**src/rtl/tplfp_pkg.sv**
```systemverilog
// Constants, level tables and lookup functions of the LED fade block.
// No dependencies; used by the top level.
package tplfp_pkg;

  localparam int unsigned LEVEL_TABLE_SIZE = 12;
  localparam int unsigned MODE_COUNT       = 5;
  localparam int unsigned ROW_LEN          = 12;

  typedef logic [2:0] mode_t;
  typedef logic [5:0] index_t;
  typedef logic [4:0] level_t;

  typedef enum logic {
    FUNC_TICK   = 1'b0,
    FUNC_TOGGLE = 1'b1
  } func_e;

  typedef enum logic {
    CFG_FADE_MODE   = 1'b0,
    CFG_ENABLE_INIT = 1'b1
  } cfg_idx_e;

  localparam mode_t      MODE_RESET        = 3'd4;
  localparam logic [15:0] ENABLE_INIT_RESET = 16'hFFFF;
  localparam logic [5:0] SLOT_TOP          = 6'd32;
  localparam logic [3:0] FRAMES_PER_STEP   = 4'd10;
  localparam logic [7:0] PAT_LOW           = 8'h0F;
  localparam logic [7:0] PAT_HIGH          = 8'hF0;
  localparam index_t     START_ONE         = 6'd0;
  localparam index_t     PHASE_TWO_RESET   = 6'd6;

  localparam level_t LEVELS [MODE_COUNT][ROW_LEN] = '{
    '{5'd0, 5'd0, 5'd0, 5'd0, 5'd0, 5'd0, 5'd0, 5'd0, 5'd0, 5'd0, 5'd0, 5'd0},
    '{5'd0, 5'd1, 5'd0, 5'd0, 5'd0, 5'd0, 5'd0, 5'd0, 5'd0, 5'd0, 5'd0, 5'd0},
    '{5'd0, 5'd1, 5'd3, 5'd3, 5'd1, 5'd0, 5'd0, 5'd0, 5'd0, 5'd0, 5'd0, 5'd0},
    '{5'd0, 5'd1, 5'd3, 5'd3, 5'd7, 5'd3, 5'd3, 5'd1, 5'd0, 5'd0, 5'd0, 5'd0},
    '{5'd0, 5'd1, 5'd3, 5'd3, 5'd7, 5'd15, 5'd31, 5'd15, 5'd7, 5'd3, 5'd3, 5'd1}
  };

  localparam index_t START_TWO [MODE_COUNT] = '{6'd1, 6'd1, 6'd2, 6'd4, 6'd6};

  localparam index_t MAX_COUNT [MODE_COUNT] = '{
    index_t'(LEVEL_TABLE_SIZE + 28),
    index_t'(LEVEL_TABLE_SIZE + 28),
    index_t'(LEVEL_TABLE_SIZE + 18),
    index_t'(LEVEL_TABLE_SIZE + 18),
    index_t'(LEVEL_TABLE_SIZE + 20)
  };

  localparam level_t TOP_REMAP [16] = '{
    5'd0, 5'd16, 5'd0, 5'd24, 5'd0, 5'd0, 5'd0, 5'd28,
    5'd0, 5'd0, 5'd0, 5'd0, 5'd0, 5'd0, 5'd0, 5'd30
  };

  // Levels past the end of the table read as zero.
  function automatic level_t level_at(mode_t mode, index_t idx);
    level_t lvl;
    lvl = '0;
    if ((32'(idx) < LEVEL_TABLE_SIZE) && (32'(idx) < ROW_LEN)) begin
      lvl = LEVELS[mode][idx[3:0]];
    end
    return lvl;
  endfunction

  // Levels below 16 are turned into bits counted from the top slot.
  function automatic level_t remap_top(level_t lvl);
    level_t res;
    res = lvl;
    if (!lvl[4]) begin
      res = TOP_REMAP[lvl[3:0]];
    end
    return res;
  endfunction

endpackage

```
**src/rtl/tplfp_in_if.sv**
```systemverilog
// Input channel of the LED fade block: valid/ready handshake with the item fields.
// No dependencies.
interface tplfp_in_if;
  logic       valid;
  logic       ready;
  logic       func;
  logic [3:0] button_index;

  modport source (output valid, output func, output button_index, input ready);
  modport sink (input valid, input func, input button_index, output ready);
endinterface

```
**src/rtl/tplfp_out_if.sv**
```systemverilog
// Result channel of the LED fade block: valid/ready handshake with the result fields.
// No dependencies.
interface tplfp_out_if;
  logic        valid;
  logic        ready;
  logic [7:0]  port_low;
  logic [7:0]  port_high;
  logic [15:0] enable_bits;

  modport source (output valid, output port_low, output port_high, output enable_bits,
                  input ready);
  modport sink (input valid, input port_low, input port_high, input enable_bits,
                output ready);
endinterface

```
**src/rtl/two_phase_led_fade_pwm.sv**
```systemverilog
// Top level of the two-phase LED fade generator with 5-bit PWM.
// Depends on tplfp_pkg, tplfp_in_if and tplfp_out_if.
//
// Usage: every word on in_i is either a one millisecond tick (func = 0) or a
// toggle of one button's enable bit (func = 1). Each accepted word yields
// exactly one word on out_o: for a tick, the pattern of the previous tick
// masked by the enable bits; for a toggle, zero ports and the new mask.
// Configuration goes through cfg_we_i/cfg_idx_i/cfg_data_i while the block
// is idle: register 0 takes fade mode 0 to 4 and reloads both phase indices
// and the enable mask, register 1 holds the enable mask that such a load uses.
// A word accepted at one edge is shown on out_o after that edge unless out_o
// stalls. Throughput is one word per cycle while out_o is taken, set by the
// single register stage that updates the fade state and the result register.
// When the receiver stalls, one more word is taken into a skid register and
// in_i.ready then drops until the receiver takes a word.
// Reset selects mode 4, sets all enable bits, clears the slot shifter, frame
// counter, levels and pattern, and empties the result and skid registers.
module two_phase_led_fade_pwm #(
  parameter int unsigned NUM_BUTTONS = 16
) (
  input  logic        clk_i,
  input  logic        rst_ni,
  input  logic        cfg_we_i,
  input  logic        cfg_idx_i,
  input  logic [15:0] cfg_data_i,
  tplfp_in_if.sink    in_i,
  tplfp_out_if.source out_o
);

  localparam int unsigned EnW = (NUM_BUTTONS > 16) ? NUM_BUTTONS : 16;

  typedef struct packed {
    logic [7:0]  port_low;
    logic [7:0]  port_high;
    logic [15:0] enable_bits;
  } word_t;

  tplfp_pkg::mode_t       mode_q;
  logic [15:0]            enable_init_q;
  logic [NUM_BUTTONS-1:0] enable_q;
  logic [5:0]             slot_q, slot_d;
  logic [3:0]             frame_q, frame_d, frame_inc;
  tplfp_pkg::index_t      p1_idx_q, p1_idx_d, p1_inc;
  tplfp_pkg::index_t      p2_idx_q, p2_idx_d, p2_inc;
  tplfp_pkg::level_t      p1_lvl_q, p1_lvl_d;
  tplfp_pkg::level_t      p2_lvl_q, p2_lvl_d;
  logic [7:0]             pattern_q, pattern_d;

  logic [NUM_BUTTONS-1:0] toggle_vec;
  logic [EnW-1:0]         en_cur, en_tog;
  logic                   is_toggle;
  logic                   in_fire, out_fire;
  logic                   load_out_new, load_out_skid, load_skid;
  logic                   out_valid_q, out_valid_d, skid_valid_q, skid_valid_d;
  word_t                  result_word, out_q, skid_q;

  assign in_fire   = in_i.valid && in_i.ready;
  assign out_fire  = out_valid_q && out_o.ready;
  assign is_toggle = (in_i.func == tplfp_pkg::FUNC_TOGGLE);

  always_comb begin
    for (int b = 0; b < NUM_BUTTONS; b++) begin
      toggle_vec[b] = (32'(in_i.button_index) == b);
    end
  end

  assign en_cur = EnW'(enable_q);
  assign en_tog = EnW'(enable_q ^ toggle_vec);

  assign frame_inc = frame_q + 4'd1;
  assign p1_inc    = p1_idx_q + 6'd1;
  assign p2_inc    = p2_idx_q + 6'd1;

  always_comb begin
    slot_d   = slot_q >> 1;
    frame_d  = frame_q;
    p1_idx_d = p1_idx_q;
    p2_idx_d = p2_idx_q;
    p1_lvl_d = p1_lvl_q;
    p2_lvl_d = p2_lvl_q;
    if (slot_q == '0) begin
      slot_d  = tplfp_pkg::SLOT_TOP;
      frame_d = frame_inc;
      if (frame_inc >= tplfp_pkg::FRAMES_PER_STEP) begin
        frame_d  = '0;
        p1_idx_d = (p1_inc > tplfp_pkg::MAX_COUNT[mode_q]) ? '0 : p1_inc;
        p2_idx_d = (p2_inc > tplfp_pkg::MAX_COUNT[mode_q]) ? '0 : p2_inc;
        p1_lvl_d = tplfp_pkg::level_at(mode_q, p1_idx_d);
        p2_lvl_d = tplfp_pkg::remap_top(tplfp_pkg::level_at(mode_q, p2_idx_d));
      end
    end
    pattern_d = ((|({1'b0, p1_lvl_d} & slot_d)) ? tplfp_pkg::PAT_LOW : 8'h00) |
                ((|({1'b0, p2_lvl_d} & slot_d)) ? tplfp_pkg::PAT_HIGH : 8'h00);
  end

  always_comb begin
    if (is_toggle) begin
      result_word.port_low    = 8'h00;
      result_word.port_high   = 8'h00;
      result_word.enable_bits = en_tog[15:0];
    end else begin
      result_word.port_low    = pattern_q & en_cur[7:0];
      result_word.port_high   = pattern_q & en_cur[15:8];
      result_word.enable_bits = en_cur[15:0];
    end
  end

  always_ff @(posedge clk_i or negedge rst_ni) begin
    if (!rst_ni) begin
      mode_q        <= tplfp_pkg::MODE_RESET;
      enable_init_q <= tplfp_pkg::ENABLE_INIT_RESET;
      enable_q      <= '1;
      slot_q        <= '0;
      frame_q       <= '0;
      p1_idx_q      <= tplfp_pkg::START_ONE;
      p2_idx_q      <= tplfp_pkg::PHASE_TWO_RESET;
      p1_lvl_q      <= '0;
      p2_lvl_q      <= '0;
      pattern_q     <= '0;
    end else if (cfg_we_i) begin
      unique case (cfg_idx_i)
        tplfp_pkg::CFG_FADE_MODE: begin
          if (cfg_data_i[2:0] < 3'(tplfp_pkg::MODE_COUNT)) begin
            mode_q   <= cfg_data_i[2:0];
            enable_q <= NUM_BUTTONS'(enable_init_q);
            p1_idx_q <= tplfp_pkg::START_ONE;
            p2_idx_q <= tplfp_pkg::START_TWO[cfg_data_i[2:0]];
          end
        end
        tplfp_pkg::CFG_ENABLE_INIT: begin
          enable_init_q <= cfg_data_i;
        end
        default: begin
        end
      endcase
    end else if (in_fire) begin
      if (is_toggle) begin
        enable_q <= enable_q ^ toggle_vec;
      end else begin
        slot_q    <= slot_d;
        frame_q   <= frame_d;
        p1_idx_q  <= p1_idx_d;
        p2_idx_q  <= p2_idx_d;
        p1_lvl_q  <= p1_lvl_d;
        p2_lvl_q  <= p2_lvl_d;
        pattern_q <= pattern_d;
      end
    end
  end

  // A new word is accepted only while the skid register is empty.
  assign load_out_new  = in_fire && (!out_valid_q || out_fire);
  assign load_skid     = in_fire && out_valid_q && !out_fire;
  assign load_out_skid = skid_valid_q && out_fire;
  assign out_valid_d   = load_out_new || load_out_skid || (out_valid_q && !out_fire);
  assign skid_valid_d  = load_skid || (skid_valid_q && !out_fire);

  always_ff @(posedge clk_i or negedge rst_ni) begin
    if (!rst_ni) begin
      out_valid_q  <= 1'b0;
      skid_valid_q <= 1'b0;
    end else begin
      out_valid_q  <= out_valid_d;
      skid_valid_q <= skid_valid_d;
    end
  end

  always_ff @(posedge clk_i) begin
    if (load_out_new) begin
      out_q <= result_word;
    end else if (load_out_skid) begin
      out_q <= skid_q;
    end
    if (load_skid) begin
      skid_q <= result_word;
    end
  end

  assign in_i.ready        = !skid_valid_q;
  assign out_o.valid       = out_valid_q;
  assign out_o.port_low    = out_q.port_low;
  assign out_o.port_high   = out_q.port_high;
  assign out_o.enable_bits = out_q.enable_bits;

endmodule

```
**src/flat_wrapper.sv**
```systemverilog
// flat-port wrapper written by rule: the top's interface ports become plain ports
module two_phase_led_fade_pwm_flat 
#(
  parameter int unsigned NUM_BUTTONS = 16
)
  (clk_i, rst_ni, cfg_we_i, cfg_idx_i, cfg_data_i, in_i_valid, in_i_func, in_i_button_index, in_i_ready, out_o_valid, out_o_port_low, out_o_port_high, out_o_enable_bits, out_o_ready);
  tplfp_in_if in_i_i ();
  tplfp_out_if out_o_i ();
  input  logic clk_i;
  input  logic rst_ni;
  input  logic cfg_we_i;
  input  logic cfg_idx_i;
  input  logic [15:0] cfg_data_i;
  input wire logic [$bits(in_i_i.valid)-1:0] in_i_valid;
  input wire logic [$bits(in_i_i.func)-1:0] in_i_func;
  input wire logic [$bits(in_i_i.button_index)-1:0] in_i_button_index;
  output wire logic [$bits(in_i_i.ready)-1:0] in_i_ready;
  output wire logic [$bits(out_o_i.valid)-1:0] out_o_valid;
  output wire logic [$bits(out_o_i.port_low)-1:0] out_o_port_low;
  output wire logic [$bits(out_o_i.port_high)-1:0] out_o_port_high;
  output wire logic [$bits(out_o_i.enable_bits)-1:0] out_o_enable_bits;
  input wire logic [$bits(out_o_i.ready)-1:0] out_o_ready;
  assign in_i_i.valid = in_i_valid;
  assign in_i_i.func = in_i_func;
  assign in_i_i.button_index = in_i_button_index;
  assign in_i_ready = in_i_i.ready;
  assign out_o_valid = out_o_i.valid;
  assign out_o_port_low = out_o_i.port_low;
  assign out_o_port_high = out_o_i.port_high;
  assign out_o_enable_bits = out_o_i.enable_bits;
  assign out_o_i.ready = out_o_ready;
  two_phase_led_fade_pwm #(.NUM_BUTTONS(NUM_BUTTONS)) u_core (.clk_i(clk_i), .rst_ni(rst_ni), .cfg_we_i(cfg_we_i), .cfg_idx_i(cfg_idx_i), .cfg_data_i(cfg_data_i), .in_i(in_i_i), .out_o(out_o_i));
endmodule
```
**config.mk**
```make
export PLATFORM = sky130hd
export DESIGN_NAME = two_phase_led_fade_pwm_flat
export DESIGN_NICKNAME = d
export VERILOG_FILES = /design/src/rtl/tplfp_pkg.sv /design/src/rtl/tplfp_in_if.sv /design/src/rtl/tplfp_out_if.sv /design/src/rtl/two_phase_led_fade_pwm.sv /design/src/flat_wrapper.sv
export SDC_FILE = /design/constraint.sdc
export NUM_CORES = 1
export LEC_CHECK = 0
export ABC_AREA = 1
export BUFFER_PORTS_ARGS = -buffer_cell sky130_fd_sc_hd__buf_2
export CORE_MARGIN = 4
export CORE_UTILIZATION = 54
export CTS_CLUSTER_DIAMETER = 100
export DETAILED_ROUTE_END_ITERATION = 8
export PLACE_DENSITY_LB_ADDON = 0.12
export SLEW_MARGIN = 20
export SYNTH_ARGS = -nofsm -noshare
export SYNTH_HDL_FRONTEND = slang
export SYNTH_SLANG_ARGS = --single-unit
```
**constraint.sdc**
```tcl
create_clock -name clk_i -period 2.3 [get_ports clk_i]
set_input_delay 0.23 -clock clk_i [delete_from_list [all_inputs] [get_ports clk_i]]
set_output_delay 0.23 -clock clk_i [all_outputs]
set_load 0.005 [all_outputs]
```
# Yosys cells after proc, flatten, opt, wreduce, memory -nomap -nowiden

Memory sizes are Yosys's and may differ from the RTL's.
Index checks and enable logic that the tools add are counted.

Equal/unequal tests: 18
Multiplexer cells: 51
Reductions and logical operators: 30
Magnitude comparators: 11
Add/sub/neg operators: 3
Bitwise operators: 14

Operators with widths:

| cell                  | count |
|---|---|
| $mux W6               | 21 |
| $mux W60              | 2 |
| $mux W32              | 3 |
| $mux W16              | 5 |
| $mux W5               | 15 |
| $bmux W5 S4           | 2 |
| $eq A4 B4 Y1 const B  | 8 |
| $and A8 B8 Y8         | 2 |
| $eq A4 B3 Y1 const B  | 4 |
| $xor A16 B16 Y16      | 1 |
| $ge A5 B5 Y1 const B  | 3 |
| $not A4 Y5            | 3 |
| $add A6 B1 Y6 const B | 2 |
| $and A5 B6 Y6         | 2 |
| $ge A4 B4 Y1 const B  | 3 |
| $gt A6 B6 Y1          | 2 |
| $lt A6 B4 Y1 const B  | 2 |
| $reduce_or A6 Y1      | 2 |
| $reduce_bool A2 Y1    | 5 |
| $eq A4 B2 Y1 const B  | 2 |
| $logic_and A1 B1 Y1   | 8 |
| $mux W4               | 2 |
| $mux W8               | 1 |
| $not A3 Y4            | 2 |
| other kinds (15)      | 25 |

Output and inout bits: 34
Bits in read-only memories: 656
Input port bits: 27
Logic and storage cells: 149
Register bits: 141
Memories kept: 4

Memory list:

| name             | depth | width | read ports | clocked after memory_dff | write ports | RTL line                      | RTL |
|---|---|---|---|---|---|---|---|
| (name not given) | 8     | 60    | 1          | 0                        | 0           | tplfp_pkg.sv:60               | `lvl = LEVELS[mode][idx[3:0]];` |
| (name not given) | 16    | 5     | 1          | 0                        | 0           | tplfp_pkg.sv:70               | `res = TOP_REMAP[lvl[3:0]];` |
| (name not given) | 8     | 6     | 1          | 0                        | 0           | two_phase_led_fade_pwm.sv:127 | `p2_idx_q <= tplfp_pkg::START_TWO[cfg_data_i[2:0]];` |
| (name not given) | 8     | 6     | 1          | 0                        | 0           | two_phase_led_fade_pwm.sv:86  | `p1_idx_d = (p1_inc > tplfp_pkg::MAX_COUNT[mode_q]) ? '0 : p1_inc;` |

# Longest topological paths before layout

Depth in word-level cells: 24
Gate-level depth with buffers: 22

# Worst setup path after synthesis

OpenSTA, ideal clock, no wires.

Path kind: register to register
From: register u_core.p2_idx_q[2]
To: register u_core.pattern_q[6]
Path slack: -177 ps
Data arrival time: 2355 ps
Cell stages (with the launch flop): 20
Clock period less this slack: 2477 ps
Required time: 2178 ps
Cells stage by stage: dfstp_2 > nand2_1 > nor2_1 > nand2_1 > nand2_1 > nand2_2 > ha_1 > a21oi_1 > nand3_2 > nand2_2 > buf_6 > nand2_1 > nor3_1 > nor2_1 > nand3_1 > nand2_1 > nand2_1 > nand2_1 > nor2_1 > a21oi_1

Cells in the longest elaborated chain, start to end: 21
Elaborated cells between the ends (all ways): 22

Ends and longest elaborated chain:

| item                                       | RTL line                      | RTL |
|---|---|---|
| start, declared                            | two_phase_led_fade_pwm.sv:44  | `tplfp_pkg::index_t p2_idx_q, p2_idx_d, p2_inc;` |
| start signal, assigned                     | two_phase_led_fade_pwm.sv:116 | `p2_idx_q <= tplfp_pkg::PHASE_TWO_RESET;` |
| start signal, assigned                     | two_phase_led_fade_pwm.sv:127 |  |
| start signal, assigned                     | two_phase_led_fade_pwm.sv:143 | `p2_idx_q <= p2_idx_d;` |
| $add A6 B1 Y6 *                            | two_phase_led_fade_pwm.sv:72  | `assign p2_inc = p2_idx_q + 6'd1;` |
| $gt A6 B6 Y1                               | two_phase_led_fade_pwm.sv:87  | `p2_idx_d = (p2_inc > tplfp_pkg::MAX_COUNT[mode_q]) ? '0 : p2_inc;` |
| $mux W6 *                                  | two_phase_led_fade_pwm.sv:87  |  |
| $not A4 Y5 (not written as such)           | tplfp_pkg.sv:60               |  |
| $bmux W5 S4                                | tplfp_pkg.sv:60               |  |
| $mux W5 (not written as such) (2 in a row) | tplfp_pkg.sv:60               |  |
| $mux W5 *                                  | tplfp_pkg.sv:59               | `if ((32'(idx) < LEVEL_TABLE_SIZE) && (32'(idx) < ROW_LEN)) begin` |
| $mux W5 *                                  | two_phase_led_fade_pwm.sv:84  | `if (frame_inc >= tplfp_pkg::FRAMES_PER_STEP) begin` |
| (+3 left out)                              | n/a                           |  |
| $mux W5 (not written as such) (2 in a row) | tplfp_pkg.sv:70               |  |
| $mux W5 *                                  | tplfp_pkg.sv:69               | `if (!lvl[4]) begin` |
| $mux W5 *                                  | two_phase_led_fade_pwm.sv:84  |  |
| $mux W5 *                                  | two_phase_led_fade_pwm.sv:81  | `if (slot_q == '0) begin` |
| $and A5 B6 Y6 *                            | two_phase_led_fade_pwm.sv:93  | `((\|({1'b0, p2_lvl_d} & slot_d)) ? tplfp_pkg::PAT_HIGH : 8'h00);` |
| $reduce_or A6 Y1 *                         | two_phase_led_fade_pwm.sv:93  |  |
| $mux W8 *                                  | two_phase_led_fade_pwm.sv:93  |  |
| $or A8 B8 Y8 *                             | two_phase_led_fade_pwm.sv:92  | `pattern_d = ((\|({1'b0, p1_lvl_d} & slot_d)) ? tplfp_pkg::PAT_LOW : 8'h00) \|` |
| end signal, assigned                       | two_phase_led_fade_pwm.sv:146 | `pattern_q <= pattern_d;` |
| end, declared                              | two_phase_led_fade_pwm.sv:47  | `logic [7:0] pattern_q, pattern_d;` |

Mark *: on every way between the ends. The rest lies on a longest branch, timed or not. The select of a mux whose other input is x is not followed.
A chain may end at the register's enable or synchronous reset.

# Worst setup path after layout

From: register u_core.p1_idx_q[0]
To: register u_core.pattern_q[3]

Cells in the longest elaborated chain, start to end: 14
Elaborated cells between the ends (all ways): 15

Ends and longest elaborated chain:

| item                                       | RTL line                      | RTL |
|---|---|---|
| start, declared                            | two_phase_led_fade_pwm.sv:43  | `tplfp_pkg::index_t p1_idx_q, p1_idx_d, p1_inc;` |
| start signal, assigned                     | two_phase_led_fade_pwm.sv:115 | `p1_idx_q <= tplfp_pkg::START_ONE;` |
| start signal, assigned                     | two_phase_led_fade_pwm.sv:126 | `p1_idx_q <= tplfp_pkg::START_ONE;` |
| start signal, assigned                     | two_phase_led_fade_pwm.sv:142 | `p1_idx_q <= p1_idx_d;` |
| $add A6 B1 Y6 *                            | two_phase_led_fade_pwm.sv:71  | `assign p1_inc = p1_idx_q + 6'd1;` |
| $gt A6 B6 Y1                               | two_phase_led_fade_pwm.sv:86  |  |
| $mux W6 *                                  | two_phase_led_fade_pwm.sv:86  |  |
| $not A4 Y5 (not written as such)           | tplfp_pkg.sv:60               |  |
| $bmux W5 S4                                | tplfp_pkg.sv:60               |  |
| $mux W5 (not written as such) (2 in a row) | tplfp_pkg.sv:60               |  |
| $mux W5 *                                  | tplfp_pkg.sv:59               |  |
| $mux W5 *                                  | two_phase_led_fade_pwm.sv:84  |  |
| $mux W5 *                                  | two_phase_led_fade_pwm.sv:81  |  |
| $and A5 B6 Y6 *                            | two_phase_led_fade_pwm.sv:92  |  |
| $reduce_or A6 Y1 *                         | two_phase_led_fade_pwm.sv:92  |  |
| $mux W4 *                                  | two_phase_led_fade_pwm.sv:92  |  |
| $or A8 B8 Y8 *                             | two_phase_led_fade_pwm.sv:92  |  |

Marked as above.

==> impl_metrics.ini <==
[run_status]
outcome = finished with violations
violations = setup timing

[synth]
synth_edf_count = 64
syn-num-nets = 810
yosysWarningCount = 0
synthTopCellsByCount = 237 x nand2_1, 68 x nor2_1, 67 x inv_1, 64 x edfxtp_1, 42 x o21ai_0
synthTopCellsByArea = edfxtp_1 28%, dfstp_2 13%, dfrtp_1 13%
async_flop_share_pct = 52.6
synth_seq_cells = 135
ys_types = 45
postSynthCellCount = 769
synth_top_area_share_pct = 27.6
yosysTopAreaCell = edfxtp_1
synth_area_um2 = 6950
syn_area_per_cell_um2 = 9.04
yosysMostFrequentCell = nand2_1
ys_seq_area_share_pct = 53.8
ys.flop_type = edfxtp_1

[setup_path]
endpoint_kind = flip-flop
slowest_stage = dfrtp_2
worstPathRequired_ns = 2.64
critPathArrivalTime_ns = 2.99
critPathMaxStageDelay_ns = 0.42
critPathKind = flip-flop to flip-flop
worstPathMaxFanout = 7
cp-start-kind = flip-flop
worstPathCellList = ha_4 > nand3_4 > xor2_2 > ha_1 > nand2_2 > nor2_4 > nand2_2 > nand3_2 > nand2_4 > nand2_4 > inv_2 > nand2_2 > nand3_4 > nor2_4 > nand3_2 > nand2_1 > nand2_1 > nand2_1 > nor2_1 > nor2_1

[timing]
worst_pin_slew_ns = 0.505
fmax_mhz = 378
tns_ns = -2.63
timing.hold.ws_ns = 0.0474
skew_ns = 0.00865
hold_viol_final = 0
post-route-worst-setup-slack_ns = -0.342
period_share_pct = 115
slew_headroom_pct = 66.2
maxSlewViolCount = 0
min_period_ns = 2.64
setup_viol = 15
rsz0062_at_grt = yes

[detailed_routing]
avgRoutedWirePerCell_um = 14.8
antenna_left = 0
vias = 5556
viasPerCell = 5.19
wirelength_mm = 15.8
first_pass_iters = 5
drc_errors = 0
dr.first_iter.drc_count = 353

[placed_design]
detailed_place_hpwl_mm = 11.1
port_buffers = 60
gp_congestion = 0.914
dpl_cell_area_um2 = 7850

[min_path]
hold_class = input port to flip-flop

[global_route]
grt_antenna_before_repair = 1
grt_pass1_wl_mm = 25.8
grt_max_degree = 58
grt-ovfl-total = 0
first_global_vias = 5421
track_usage_pct = 22.1

[pwr]
p_comb_share_pct = 39.6
ir_worst_vdd_mv = 0.647
swShare_pct = 35.8
internal-power_mw = 6.82
pwr-share-seq_pct = 35.1
power.net_switching_mw = 3.81
p_per_area_nw_per_um2 = 1200
power.total_mw = 10.6
power_frac_clock_pct = 25.3
p_leak_nw = 3.94

[die]
die_w_um = 121
initial_utilization_pct = 55.1
fp.dieH_um = 121
std_cell_rows = 41
die_area_um2 = 14800
pin_count = 61
coreArea_um2 = 12600

[layout]
fin_util_pct = 70.2
drive_above_1_share_pct = 33.6
num-fill-cells = 982
antenna_cells = 0
fin_area_um2 = 8860
final_nets = 927
syn2layout_area_growth_pct = 27.5

[cts]
htree_levels = 4
path_clk_slew_ns = 0.06
cts_tree = done
insertion_delay_ns = 0.42
clock-sinks = 135
clockBufferDepth = 2
cts_root_buffer = clkbuf_16
cts_buffers = 17

[job]
maxCapViolations = 0
worst max-delay path: cells and delay by family (launching register included):
family,cells,cell delay (ns)
AND/OR/NAND/NOR,16,1.44
XOR/XNOR,1,0.18
adder cells (fa/ha/maj),2,0.47
buffers and inverters,1,0.05
flip-flops,1,0.42
sequential cells by signal (all words and copies together) (netlist names):
register and cells:
u_core.p2_idx_q 6, u_core.out_o.port_low 8, u_core.mode_q 3, u_core.frame_q 4
u_core.enable_init_q 16, u_core.out_o.valid 1, u_core.pattern_q 2, u_core.en_cur 16
u_core.p2_lvl_q 5, u_core.p1_lvl_q 5, u_core.out_o.port_high 8, u_core.slot_q 6
u_core.p1_idx_q 6, u_core.skid_q 32, u_core.skid_valid_q 1, u_core.out_o.enable_bits 16
what timing repair did:
action / CTS / global route
hold endpoints to repair: 4 / 0
pin swaps: 19 / 37
hold buffers: 1 / 0
endpoints found under the setup margin: 14 / 22
setup buffers: 4 / 8
resized for setup: 19 / 53
cloned: 0 / 1
final cells by class:
class	instances	area (um^2)	share of cell area, %
clock inverter	15	160	1.81
inverter	78	298	3.36
sequential	135	3740	42.2
multi-input combinational	534	3230	36.4
tap	172	215	2.43
clock buffer	17	425	4.80
timing repair buffer	120	792	8.93
stage by stage:
step / setup slack (ns) / cells
finish: -0.342 / 1071
global route: -0.509 / 1071
CTS: -0.256 / 1064
floorplan: -0.104 / 769
detailed placement: -0.339 / 1027
global placement: -0.263 / 1027
metal layers:
metal	track usage, %	part of all wire (%)	vias to the layer above
met5	0	0.082	-
met2	38.0	52	120
met4	8.19	2.0	2
met3	5.13	3.5	24
met1	27.3	42	2630
li1	-	-	2780
worst paths after layout:
path                                                startpoint  slack [ns]                                   end  cells after the start
worst min-delay path                            cfg_data_i[15]        0.05  u_core.enable_init_q[15]$_DFFE_PN1P_                      2
min in group asynchronous                               rst_ni        0.27        u_core.p2_idx_q[5]$_DFFE_PN0P_                      2
worst min register to register  u_core.p1_lvl_q[3]$_DFFE_PN0P_        0.48        u_core.p1_lvl_q[3]$_DFFE_PN0P_                      2
max in group asynchronous                               rst_ni        1.36   u_core.enable_init_q[5]$_DFFE_PN1P_                      3
worst max-delay path            u_core.p1_idx_q[0]$_DFFE_PN0P_       -0.34       u_core.pattern_q[3]$_DFFE_PN0P_                     20
worst max register to register  u_core.p1_idx_q[0]$_DFFE_PN0P_       -0.34       u_core.pattern_q[3]$_DFFE_PN0P_                     20
kinds of logic (layout without fill, tap and decap cells):
logic type | after synthesis | in the layout | share of synthesized area, %
simple gates | 370 | 371 | 22.8
fa+ha+maj | 14 | 14 | 2.52
flops | 135 | 135 | 53.8
buf+inv | 101 | 230 | 5.83
mux | 13 | 13 | 2.11
compound gates | 112 | 112 | 9.70
xor+xnor | 24 | 24 | 3.24
power by group through the flow:
stage / Combinational, mW / Sequential (mW) / Clock [mW]
after floorplan: 2.37 / 3.73 / 0
after global placement: 3.53 / 3.73 / 0
after detailed placement: 3.61 / 3.76 / 0
after CTS: 3.81 / 3.71 / 2.74
after global routing: 4.66 / 3.79 / 2.89
final: 4.21 / 3.73 / 2.69
placed cells by master, fill, tap and decap left out, drive strengths merged, types with 10 or more instances in the layout:
cell / instances
xor2: 22
nand3: 34
nand2: 247
o211ai: 10
ha: 14
clkbuf: 17
o22ai: 16
dfstp: 35
buf: 119
dfrtp: 36
nor2: 74
clkinv: 10
edfxtp: 64
mux2: 13
inv: 77
o21ai: 54
Note: power is estimated with default switching activity, not from simulation.
